File: config.mk
export PLATFORM = sky130hd
export DESIGN_NAME = frame_timing_statistics
export DESIGN_NICKNAME = d
export VERILOG_FILES = /design/src/rtl/fts_pkg.sv /design/src/rtl/frame_timing_statistics.sv
export SDC_FILE = /design/constraint.sdc
export NUM_CORES = 2
export LEC_CHECK = 0
export BUFFER_PORTS_ARGS = -buffer_cell sky130_fd_sc_hd__buf_2
export CAP_MARGIN = 20
export CORE_MARGIN = 10
export CORE_UTILIZATION = 35
export DETAILED_ROUTE_END_ITERATION = 7
export GPL_TIMING_DRIVEN = 1
export MAX_ROUTING_LAYER = met4
export SYNTH_ARGS = -nofsm -noshare
export SYNTH_HDL_FRONTEND = slang
export SYNTH_SLANG_ARGS = --single-unit
File: constraint.sdc
create_clock -name aclk -period 11.2 [get_ports aclk]
set_clock_uncertainty 0.05 [all_clocks]
set_input_delay 0.56 -clock aclk [delete_from_list [all_inputs] [get_ports aclk]]
set_output_delay 0.56 -clock aclk [all_outputs]
set_load 0.01 [all_outputs]
File: src/rtl/fts_pkg.sv
// shared types and constants of the frame timing statistics block
package fts_pkg;

    localparam int DEF_MAX_WINDOW    = 64;
    localparam int DEF_DURATION_BITS = 24;

    localparam int TS_W        = 48;
    localparam int OUT_W       = 24;
    localparam int N_OUT       = 8;
    localparam int TDATA_IN_W  = TS_W;
    localparam int TDATA_OUT_W = OUT_W * N_OUT;

    localparam int WIN_W      = 7;
    localparam int MIN_WINDOW = 2;
    localparam logic [WIN_W-1:0] WIN_RESET = 7'd50;

    localparam int APB_ADDR_W = 3;
    localparam int APB_DATA_W = 32;
    localparam logic [0:0] REG_WINDOW_LEN = 1'b0;

    localparam logic [0:0] OP_START = 1'b0;
    localparam logic [0:0] OP_END   = 1'b1;

    typedef enum logic [3:0] {
        ST_IDLE,
        ST_SQ_INT,
        ST_SQ_BUSY,
        ST_MEAN,
        ST_NSQ,
        ST_SSQ,
        ST_DIV1,
        ST_DIV2,
        ST_ROOT,
        ST_OUT
    } fts_state_t;

endpackage

File: src/rtl/frame_timing_statistics.sv
// frame timing statistics: windowed min, max, mean and deviation of frame interval and busy time
// start item: taken in ST_IDLE, s_tready is high again in the next cycle
// end item: squares done by shift-add in the shared adder, s_tready low until back in ST_IDLE
// window report: mean, n*sumsq minus sum squared, two divisions by n and a root, for interval then busy, WW=2*(D+CW)
// report item is registered onto m_ in ST_OUT once the output is free, and holds until taken
// reset: synchronous active low, clears timing state and accumulators, window_len back to 50
module frame_timing_statistics
    import fts_pkg::*;
#(
    parameter int MAX_WINDOW    = DEF_MAX_WINDOW,
    parameter int DURATION_BITS = DEF_DURATION_BITS
) (
    input  logic                   aclk,
    input  logic                   aresetn,
    input  logic                   s_tvalid,
    output logic                   s_tready,
    input  logic [TDATA_IN_W-1:0]  s_tdata,  // timestamp_us
    input  logic [0:0]             s_tuser,  // op
    output logic                   m_tvalid,
    input  logic                   m_tready,
    // interval_min, interval_max, interval_mean, interval_dev,
    // busy_min, busy_max, busy_mean, busy_dev
    output logic [TDATA_OUT_W-1:0] m_tdata,
    input  logic                   psel,
    input  logic                   penable,
    input  logic                   pwrite,
    input  logic [APB_ADDR_W-1:0]  paddr,
    input  logic [APB_DATA_W-1:0]  pwdata,
    output logic [APB_DATA_W-1:0]  prdata,
    output logic                   pready
);

    localparam int D     = DURATION_BITS;
    localparam int CW    = $clog2(MAX_WINDOW + 1);
    localparam int SUM_W = D + CW;
    localparam int SQ_W  = 2 * D + CW;
    localparam int WW    = 2 * D + 2 * CW;
    localparam int RW    = (D + 2 > CW + 1) ? D + 2 : CW + 1;
    localparam int CNT_W = $clog2(WW + 1);
    localparam int CMP_W = (CW > WIN_W) ? CW : WIN_W;
    localparam logic [D-1:0] DUR_MAX = '1;

    function automatic logic [D-1:0] elapsed(input logic [TS_W-1:0] now_ts,
                                             input logic [TS_W-1:0] ref_ts);
        logic [TS_W-1:0] diff;
        begin
            diff = now_ts - ref_ts;
            if (|diff[TS_W-1:D]) begin
                return DUR_MAX;
            end
            return diff[D-1:0];
        end
    endfunction

    fts_state_t state_reg, state_next;
    logic [CNT_W-1:0] cnt_reg, cnt_next;
    logic             qsel_reg, qsel_next;
    logic [WW-1:0]    acc_reg, acc_next;
    logic [WW-1:0]    opd_reg, opd_next;
    logic [SUM_W-1:0] mlt_reg, mlt_next;
    logic [RW-1:0]    rem_reg, rem_next;
    logic [D-1:0]     root_reg, root_next;

    logic [WIN_W-1:0] win_reg, win_next;
    logic [TS_W-1:0]  last_reg, last_next;
    logic [D-1:0]     pend_reg, pend_next;
    logic [D-1:0]     busy_reg, busy_next;
    logic [CW-1:0]    frames_reg, frames_next;

    logic [D-1:0]     ilo_reg, ilo_next, ihi_reg, ihi_next;
    logic [SUM_W-1:0] isum_reg, isum_next;
    logic [SQ_W-1:0]  isq_reg, isq_next;
    logic [D-1:0]     blo_reg, blo_next, bhi_reg, bhi_next;
    logic [SUM_W-1:0] bsum_reg, bsum_next;
    logic [SQ_W-1:0]  bsq_reg, bsq_next;

    logic [D-1:0]     res_mean_reg [2];
    logic [D-1:0]     res_mean_next [2];
    logic [D-1:0]     res_dev_reg [2];
    logic [D-1:0]     res_dev_next [2];

    logic                   m_tvalid_reg, m_tvalid_next;
    logic [TDATA_OUT_W-1:0] m_tdata_reg, m_tdata_next;

    // shared add/subtract unit
    logic [WW-1:0] alu_a, alu_b, alu_res;
    logic          alu_sub, alu_ge;
    logic [WW:0]   alu_sum;

    logic [D-1:0]     span_now;
    logic [SUM_W-1:0] sum_sel;
    logic [SQ_W-1:0]  sq_sel;
    logic [CW:0]      div_part;
    logic [D+1:0]     sq_part;
    logic [CMP_W-1:0] win_ext, win_eff;
    logic             window_full;
    logic             cfg_wr, cfg_hit;

    assign span_now = elapsed(s_tdata, last_reg);
    assign sum_sel  = qsel_reg ? bsum_reg : isum_reg;
    assign sq_sel   = qsel_reg ? bsq_reg : isq_reg;
    assign div_part = {rem_reg[CW-1:0], acc_reg[WW-1]};
    assign sq_part  = {rem_reg[D-1:0], acc_reg[2*D-1 -: 2]};

    assign win_ext = CMP_W'(win_reg);
    always_comb begin
        if (win_ext < CMP_W'(MIN_WINDOW)) begin
            win_eff = CMP_W'(MIN_WINDOW);
        end else if (win_ext > CMP_W'(MAX_WINDOW)) begin
            win_eff = CMP_W'(MAX_WINDOW);
        end else begin
            win_eff = win_ext;
        end
    end
    assign window_full = CMP_W'(frames_reg) >= win_eff;

    assign cfg_wr  = psel && penable && pwrite;
    assign cfg_hit = paddr[APB_ADDR_W-1:2] == REG_WINDOW_LEN;
    assign prdata  = cfg_hit ? APB_DATA_W'(win_reg) : '0;
    assign pready  = 1'b1;

    always_comb begin
        case (state_reg)
            ST_SQ_INT, ST_SQ_BUSY, ST_NSQ: begin
                alu_a   = acc_reg;
                alu_b   = opd_reg;
                alu_sub = 1'b0;
            end
            ST_SSQ: begin
                alu_a   = acc_reg;
                alu_b   = opd_reg;
                alu_sub = 1'b1;
            end
            ST_MEAN, ST_DIV1, ST_DIV2: begin
                alu_a   = WW'(div_part);
                alu_b   = WW'(frames_reg);
                alu_sub = 1'b1;
            end
            ST_ROOT: begin
                alu_a   = WW'(sq_part);
                alu_b   = WW'({root_reg, 2'b01});
                alu_sub = 1'b1;
            end
            default: begin
                alu_a   = '0;
                alu_b   = '0;
                alu_sub = 1'b0;
            end
        endcase
    end

    assign alu_sum = {1'b0, alu_a} + {1'b0, alu_sub ? ~alu_b : alu_b} + {{WW{1'b0}}, alu_sub};
    assign alu_res = alu_sum[WW-1:0];
    assign alu_ge  = alu_sum[WW];

    always_comb begin
        state_next       = state_reg;
        cnt_next         = cnt_reg;
        qsel_next        = qsel_reg;
        acc_next         = acc_reg;
        opd_next         = opd_reg;
        mlt_next         = mlt_reg;
        rem_next         = rem_reg;
        root_next        = root_reg;
        win_next         = win_reg;
        last_next        = last_reg;
        pend_next        = pend_reg;
        busy_next        = busy_reg;
        frames_next      = frames_reg;
        ilo_next         = ilo_reg;
        ihi_next         = ihi_reg;
        isum_next        = isum_reg;
        isq_next         = isq_reg;
        blo_next         = blo_reg;
        bhi_next         = bhi_reg;
        bsum_next        = bsum_reg;
        bsq_next         = bsq_reg;
        res_mean_next[0] = res_mean_reg[0];
        res_mean_next[1] = res_mean_reg[1];
        res_dev_next[0]  = res_dev_reg[0];
        res_dev_next[1]  = res_dev_reg[1];
        m_tvalid_next    = m_tvalid_reg && !m_tready;
        m_tdata_next     = m_tdata_reg;

        if (cfg_wr && cfg_hit) begin
            win_next = pwdata[WIN_W-1:0];
        end

        case (state_reg)
            ST_IDLE: begin
                if (s_tvalid) begin
                    if (s_tuser[0] == OP_START) begin
                        pend_next = span_now;
                        last_next = s_tdata;
                    end else begin
                        busy_next = span_now;
                        if (pend_reg < ilo_reg) begin
                            ilo_next = pend_reg;
                        end
                        if (pend_reg > ihi_reg) begin
                            ihi_next = pend_reg;
                        end
                        if (span_now < blo_reg) begin
                            blo_next = span_now;
                        end
                        if (span_now > bhi_reg) begin
                            bhi_next = span_now;
                        end
                        isum_next   = isum_reg + SUM_W'(pend_reg);
                        bsum_next   = bsum_reg + SUM_W'(span_now);
                        frames_next = frames_reg + CW'(1);
                        acc_next    = WW'(isq_reg);
                        opd_next    = WW'(pend_reg);
                        mlt_next    = SUM_W'(pend_reg);
                        cnt_next    = CNT_W'(D);
                        state_next  = ST_SQ_INT;
                    end
                end
            end

            ST_SQ_INT, ST_SQ_BUSY, ST_NSQ, ST_SSQ: begin
                if (cnt_reg != '0) begin
                    if (mlt_reg[0]) begin
                        acc_next = alu_res;
                    end
                    opd_next = opd_reg << 1;
                    mlt_next = mlt_reg >> 1;
                    cnt_next = cnt_reg - CNT_W'(1);
                end else begin
                    case (state_reg)
                        ST_SQ_INT: begin
                            isq_next   = acc_reg[SQ_W-1:0];
                            acc_next   = WW'(bsq_reg);
                            opd_next   = WW'(busy_reg);
                            mlt_next   = SUM_W'(busy_reg);
                            cnt_next   = CNT_W'(D);
                            state_next = ST_SQ_BUSY;
                        end
                        ST_SQ_BUSY: begin
                            bsq_next = acc_reg[SQ_W-1:0];
                            if (window_full) begin
                                qsel_next  = 1'b0;
                                acc_next   = WW'(isum_reg);
                                rem_next   = '0;
                                cnt_next   = CNT_W'(WW);
                                state_next = ST_MEAN;
                            end else begin
                                state_next = ST_IDLE;
                            end
                        end
                        ST_NSQ: begin
                            // acc now holds n * sumsq, take away sum squared next
                            opd_next   = WW'(sum_sel);
                            mlt_next   = sum_sel;
                            cnt_next   = CNT_W'(SUM_W);
                            state_next = ST_SSQ;
                        end
                        default: begin
                            rem_next   = '0;
                            cnt_next   = CNT_W'(WW);
                            state_next = ST_DIV1;
                        end
                    endcase
                end
            end

            ST_MEAN, ST_DIV1, ST_DIV2: begin
                if (cnt_reg != '0) begin
                    if (alu_ge) begin
                        rem_next = RW'(alu_res[CW:0]);
                        acc_next = {acc_reg[WW-2:0], 1'b1};
                    end else begin
                        rem_next = RW'(div_part);
                        acc_next = {acc_reg[WW-2:0], 1'b0};
                    end
                    cnt_next = cnt_reg - CNT_W'(1);
                end else begin
                    case (state_reg)
                        ST_MEAN: begin
                            res_mean_next[qsel_reg] = acc_reg[D-1:0];
                            acc_next   = '0;
                            opd_next   = WW'(sq_sel);
                            mlt_next   = SUM_W'(frames_reg);
                            cnt_next   = CNT_W'(CW);
                            state_next = ST_NSQ;
                        end
                        ST_DIV1: begin
                            // dividing by n twice gives the floor of division by n squared
                            rem_next   = '0;
                            cnt_next   = CNT_W'(WW);
                            state_next = ST_DIV2;
                        end
                        default: begin
                            rem_next   = '0;
                            root_next  = '0;
                            cnt_next   = CNT_W'(D);
                            state_next = ST_ROOT;
                        end
                    endcase
                end
            end

            ST_ROOT: begin
                if (cnt_reg != '0) begin
                    if (alu_ge) begin
                        rem_next  = RW'(alu_res[D+1:0]);
                        root_next = {root_reg[D-2:0], 1'b1};
                    end else begin
                        rem_next  = RW'(sq_part);
                        root_next = {root_reg[D-2:0], 1'b0};
                    end
                    acc_next = acc_reg << 2;
                    cnt_next = cnt_reg - CNT_W'(1);
                end else begin
                    res_dev_next[qsel_reg] = root_reg;
                    if (!qsel_reg) begin
                        qsel_next  = 1'b1;
                        acc_next   = WW'(bsum_reg);
                        rem_next   = '0;
                        cnt_next   = CNT_W'(WW);
                        state_next = ST_MEAN;
                    end else begin
                        state_next = ST_OUT;
                    end
                end
            end

            ST_OUT: begin
                if (!m_tvalid_reg || m_tready) begin
                    m_tdata_next = {OUT_W'(res_dev_reg[1]), OUT_W'(res_mean_reg[1]),
                                    OUT_W'(bhi_reg), OUT_W'(blo_reg),
                                    OUT_W'(res_dev_reg[0]), OUT_W'(res_mean_reg[0]),
                                    OUT_W'(ihi_reg), OUT_W'(ilo_reg)};
                    m_tvalid_next = 1'b1;
                    frames_next   = '0;
                    ilo_next      = DUR_MAX;
                    ihi_next      = '0;
                    isum_next     = '0;
                    isq_next      = '0;
                    blo_next      = DUR_MAX;
                    bhi_next      = '0;
                    bsum_next     = '0;
                    bsq_next      = '0;
                    state_next    = ST_IDLE;
                end
            end

            default: begin
                state_next = ST_IDLE;
            end
        endcase
    end

    always_ff @(posedge aclk) begin
        if (!aresetn) begin
            state_reg    <= ST_IDLE;
            cnt_reg      <= '0;
            qsel_reg     <= 1'b0;
            m_tvalid_reg <= 1'b0;
            win_reg      <= WIN_RESET;
            last_reg     <= '0;
            pend_reg     <= '0;
            frames_reg   <= '0;
            ilo_reg      <= DUR_MAX;
            ihi_reg      <= '0;
            isum_reg     <= '0;
            isq_reg      <= '0;
            blo_reg      <= DUR_MAX;
            bhi_reg      <= '0;
            bsum_reg     <= '0;
            bsq_reg      <= '0;
        end else begin
            state_reg    <= state_next;
            cnt_reg      <= cnt_next;
            qsel_reg     <= qsel_next;
            m_tvalid_reg <= m_tvalid_next;
            win_reg      <= win_next;
            last_reg     <= last_next;
            pend_reg     <= pend_next;
            frames_reg   <= frames_next;
            ilo_reg      <= ilo_next;
            ihi_reg      <= ihi_next;
            isum_reg     <= isum_next;
            isq_reg      <= isq_next;
            blo_reg      <= blo_next;
            bhi_reg      <= bhi_next;
            bsum_reg     <= bsum_next;
            bsq_reg      <= bsq_next;
        end
    end

    always_ff @(posedge aclk) begin
        acc_reg         <= acc_next;
        opd_reg         <= opd_next;
        mlt_reg         <= mlt_next;
        rem_reg         <= rem_next;
        root_reg        <= root_next;
        busy_reg        <= busy_next;
        res_mean_reg[0] <= res_mean_next[0];
        res_mean_reg[1] <= res_mean_next[1];
        res_dev_reg[0]  <= res_dev_next[0];
        res_dev_reg[1]  <= res_dev_next[1];
        m_tdata_reg     <= m_tdata_next;
    end

    assign s_tready = state_reg == ST_IDLE;
    assign m_tvalid = m_tvalid_reg;
    assign m_tdata  = m_tdata_reg;

endmodule

Word-level counts from Yosys, hierarchy flattened
Memories as Yosys holds them, arrays and structs flattened.
Cells that the tools add are included.
Widths: inputs -> output; s select.

storage, ports and cells
  register bits after elaboration = 785
  bits in writable memories = 96
  output and inout port bits = 227
  memories kept = 2

memory list
  name          depth  bits a word  read ports  clocked after memory_dff  write ports  RTL line                       RTL
  res_dev_reg   2      24           2           0                         2            frame_timing_statistics.sv:79  logic [D-1:0] res_dev_reg [2];
  res_mean_reg  2      24           2           0                         2            frame_timing_statistics.sv:77  logic [D-1:0] res_mean_reg [2];

cells by class
  add/sub/neg operators = 7
  order comparisons = 9
  equal/unequal tests = 34
  muxes and demuxes = 126
  bitwise gates (word level) = 4
  reductions and logical operators = 40

operators with widths
  cell              number
  $mux 62           15
  $mux 24           27
  $pmux 62 s3       3
  $mux 31           11
  $mux 55           6
  $pmux 24 s2       6
  $pmux 62 s2       2
  $pmux 62 s4       1
  $mux 48           5
  $pmux 55 s2       2
  $pmux 31 s2       3
  $bwmux 48         2
  $pmux 31 s3       1
  $pmux 24 s3       1
  $add 62x62->63    1
  $add 63x1->63     1
  $add 31x24->31    2
  $not 62->62       1
  $gt 24x24->1      2
  $lt 24x24->1      2
  $sub 48x48->48    1
  $mux 6            7
  $mux 7            6
  $reduce_and 5->1  6
  other kinds (49)  106

Logic depth before layout (Yosys ltp)
  depth after elaboration = 10
  gate-level depth with buffers = 31

Worst setup path after synthesis
OpenSTA, ideal clock, no wires.

  kind = register to register
  start = register state_reg[3]
  end = register blo_reg[10]
  arrival time = 10.772 ns
  data required time = 11.027 ns
  path slack = 0.254 ns
  stages on the path, launching flop included = 11
  period minus slack after synthesis = 10.946 ns
  cell sequence = dfxtp_1 clkbuf_1 clkbuf_1 nand4bb_1 clkbuf_1 nor2_1 nor4_1 o311ai_1 nand3_1 buf_2 mux2_1

between the ends
  cells in the longest elaborated chain, start to end = 3

RTL lines
  what                                                 RTL line                        RTL
  start, declared                                      frame_timing_statistics.sv:55   fts_state_t state_reg, state_next;
  start signal, assigned                               frame_timing_statistics.sv:373  state_reg <= state_next;
  $eq 4x4->1 or $logic_not 4->1 (tied branches)        frame_timing_statistics.sv:189  case (state_reg)
  $ne 2x2->1 (no source line) (tied with other cells)  n/a
  $reduce_and 5->1 (no source line)                    n/a
  end signal, assigned                                 frame_timing_statistics.sv:385  blo_reg <= blo_next;
  end, declared                                        frame_timing_statistics.sv:73   logic [D-1:0] blo_reg, blo_next, bhi_reg, bhi_next;

Parallel ways exist; a longest one is shown, timed or not.
A chain may end at the register's enable or synchronous reset.

Worst setup path after layout
  start = input s_tdata[0]
  end = register bhi_reg[10]

RTL lines
  what                                   RTL line                        RTL
  start, declared                        frame_timing_statistics.sv:17   input logic [TDATA_IN_W-1:0] s_tdata,
  $sub 48x48->48 (*)                     frame_timing_statistics.sv:47   diff = now_ts - ref_ts;
  $reduce_or 24->1                       frame_timing_statistics.sv:48   if (|diff[TS_W-1:D]) begin
  $mux 1                                 frame_timing_statistics.sv:48
  $mux 24 (*)                            frame_timing_statistics.sv:51   return diff[D-1:0];
  net span_now[9]                        frame_timing_statistics.sv:90   logic [D-1:0] span_now;
  $gt 24x24->1 (*)                       frame_timing_statistics.sv:206  if (span_now > bhi_reg) begin
  $ne 2x1->1 (no source line) (*)        n/a
  $reduce_and 5->1 (no source line) (*)  n/a
  end signal, assigned                   frame_timing_statistics.sv:386  bhi_reg <= bhi_next;
  end, declared                          frame_timing_statistics.sv:73

Mark *: on every way through the listed nets, which the timed path passes. The rest lies on a longest branch. The select of a mux whose other input is x is not followed.

==> run metrics <==
Final min period between 8 and 9 ns; max reg flops roughly 190; RR Startpoint last_reg[0]$_SDFFE_PN0P_; total CTS buffers 96; Final HPWL DP approximately 110000 um; TritonCTS clock tree built; setup tns final 0 ns; share of cells above drive strength 1 a little over a tenth; largest area contributor in the netlist edfxtp_1; DRC violations left 0; CTS Buffer Depth 3; post_cts resized 0; clock share of power a little over a fifth; Die Span X between 300 and 400 um; Seq pwr share between 30% and 40%; # H-tree levels 3; Final Routed Wirelength approximately 160000 um; Peak supply drop ~0.31 mV; Final Hold Violating Endpoints 0; Main synth FF type edfxtp_1; PwrDens ~280 mW/mm^2; RePlAce Congestion between 0.9 and 1; Setup Buffers After CTS 0; Final ANT Viol Nets 0; Psw around 0.0067 W; critical path depth 32; reg2reg path depth 29; global route overflow 0; Setup CP Type primary input to flop; Crit. Startpoint s_tdata[0]; Peak Freq ~120 MHz; Min-Delay Startpoint s_tdata[41]; met2 routed WL roughly 69000 um; initial antenna violation count 5; Die H between 300 and 400 um; Rows 135; Ports approximately 320; Vias/cell about 5.6; status finished clean; final hold slack between 0.04 and 0.05 ns; largest net degree at the start of global routing 128; Detailed Routing Iterations Pass 1 5; via count ~40000; Leakage 20.8 nW; EDFF count, synth 515; mean post-synth cell area 9.45 um^2; Starting Density between 30% and 40%; hold buffer count at cts 34; met3 wire length 14000 um; Cell Int Power around 0.0085 W; ys async rst share 0%; Area growth, synth to finish 14.1%; final worst path period share 77.3%; Netlist cell types 92; drt wl/cell about 22 um; crit-path max cell delay around 0.86 ns; Post-Synthesis Cells between 5000 and 6000; wire length of the first global-routing pass 235000 um; most area-consuming cells after synthesis edfxtp_1 (32%), dfxtp_1 (15%), ha_1 (6.8%); Worst setup SP type primary input; Tot Pwr between 0.015 and 0.02 W; CP Buf/Inv Count 4; Nets roughly 5600; Finish-stage setup viols 0; MaxCap Viol Count 0; Tightest Pin Transition ~1.2 ns; Reg clk slew, reported paths about 0.060 ns; Slew Limit Fails 0; register bit total from synthesis slightly below 900; area post-placement between 0.05 and 0.06 mm^2; Worst Path Arrival 9.26 ns; largest fanout on the critical path 34; port bufs between 200 and 300; CTS Root Cell clkbuf_16; 1st-iter DRT viols 4097; Worst Hold Class primary input to flop; core outline area 0.135 mm^2; die area about 0.15 mm^2; sequential-to-total area share from yosys stat about 48%; Critical-path top delay cell nor2_2; TritonCTS Sinks between 800 and 900; Worst R2R End bhi_reg[10]$_SDFFE_PN0P_; Metal-1 WL between 60000 and 70000 um; vias in the first global route ~38000; Tot GR Track Use ~20%; CP top delay family compound AO/OA/AOI/OAI gates; RSZ-0062 raised after global routing false; total number of yosys warnings 0; critical path capture point type flop; worst setup path end bhi_reg[10]$_SDFFE_PN0P_; Final Util between 40 and 50%; design area 0.0544 mm^2; Synth top area share roughly a third; Rel. slew slack 19.8%; R2R Setup Slk between 2 and 3 ns; Mapped Area about 0.048 mm^2; Critical Path RT ~12 ns; DR top layer met4; Clk Latency, worst-skew pair roughly 0.73 ns; Sw Share between 40% and 50%; power share of the combinational group a little under half
==> worst reg2reg max path: cells and delay by family, from the launching register on <==
kind	cells	cell delay, ns
xor+xnor	1	0.26
simple gates	7	2.54
buf+inv	1	0.42
compound gates	17	3.77
fa+ha+maj	3	1.03
flops	1	0.32
==> placed cells by master (no fill, tap or decap), types with 49 or more instances in the layout <==
cell type,instances
nand2_1,621
a21oi_1,586
edfxtp_1,515
nor2_1,392
dfxtp_1,365
buf_2,265
ha_1,259
o21ai_0,231
inv_1,199
nand3_1,191
mux2i_1,130
a21o_1,126
clkbuf_16,97
xor2_1,95
xnor2_1,85
buf_4,77
a22oi_1,74
and2_1,69
nor3_1,58
a211oi_1,53
a22o_1,49
==> metal layers <==
layer	track usage (%)	vias to the layer above
li1	-	18600
met2	30.8	1704
met5	-	-
met3	3.73	244
met1	27.5	19300
met4	5.50	0
==> cells in the mapped netlist, drive strengths merged, types with 12 or more instances <==
cell type and instances:
o21ai 241, mux2 28, nor3 62, nand2b 38, mux2i 131, xnor2 85
nand2 627, dfxtp 366, o211ai 27, a211oi 54, nor2b 42, a221oi 22
o21bai 25, o21a 34, nand4 44, a31oi 31, or3 19, o221ai 27
a21oi 587, and2 71, buf 58, and3 35, edfxtp 515, nor2 405
a22o 49, nand3 191, ha 259, a21o 126, clkbuf 261, o22ai 19
inv 201, a22oi 74, a211o 12, xor2 95
==> through the flow <==
| stage | cells | setup WS (ns) |
|---|---|---|
| 6_report | 7098 | 2.54 |
| 5_1_grt | 7098 | 1.92 |
| 4_1_cts | 7092 | 2.58 |
| 3_5_place_dp | 6878 | 2.42 |
| 3_3_place_gp | 6875 | 2.48 |
| 2_1_floorplan | 5072 | 0.254 |
==> power groups by stage <==
stage | registers, W | clock network, W | logic [W]
floorplan | 0.00477 | 0 | 0.00481
global placement | 0.00502 | 0 | 0.00663
detailed placement | 0.00503 | 0 | 0.00673
CTS | 0.00496 | 0.00332 | 0.00677
global route | 0.00504 | 0.00345 | 0.00754
finish | 0.00499 | 0.00327 | 0.00691
==> worst min-delay path by stage <==
stage                                     end  slack [ns]  cells after the start
finish              last_reg[41]$_SDFFE_PN0P_        0.04                      3
global route        last_reg[22]$_SDFFE_PN0P_        0.03                      3
CTS                 last_reg[12]$_SDFFE_PN0P_       0.002                      3
detailed placement     m_tdata[151]$_DFFE_PP_        0.35                      0
global placement       m_tdata[157]$_DFFE_PP_        0.35                      0
floorplan              m_tdata[144]$_DFFE_PP_        0.35                      0
==> kinds of logic after synthesis <==
family | synth area share, %
adders and majority gates | 6.96
xor gates and xnor gates | 3.31
and+or+nand+nor | 15.2
buffers and inverters | 4.34
other | 0.0157
DFF | 47.8
AOI/OAI and AO/OA | 19.0
muxes | 3.44
==> cell type report <==
| type | count | area, um^2 |
|---|---|---|
| diodes | 3 | 7.51 |
| clock inverters | 59 | 612 |
| fillers | 13300 | 81000 |
| flip-flops and latches | 881 | 22800 |
| inverters | 201 | 762 |
| multi-input cells | 3671 | 23100 |
| repair buffers | 381 | 2350 |
| well taps | 1781 | 2230 |
| clock buffers | 121 | 2570 |
Power figures use the tool's default switching activity.
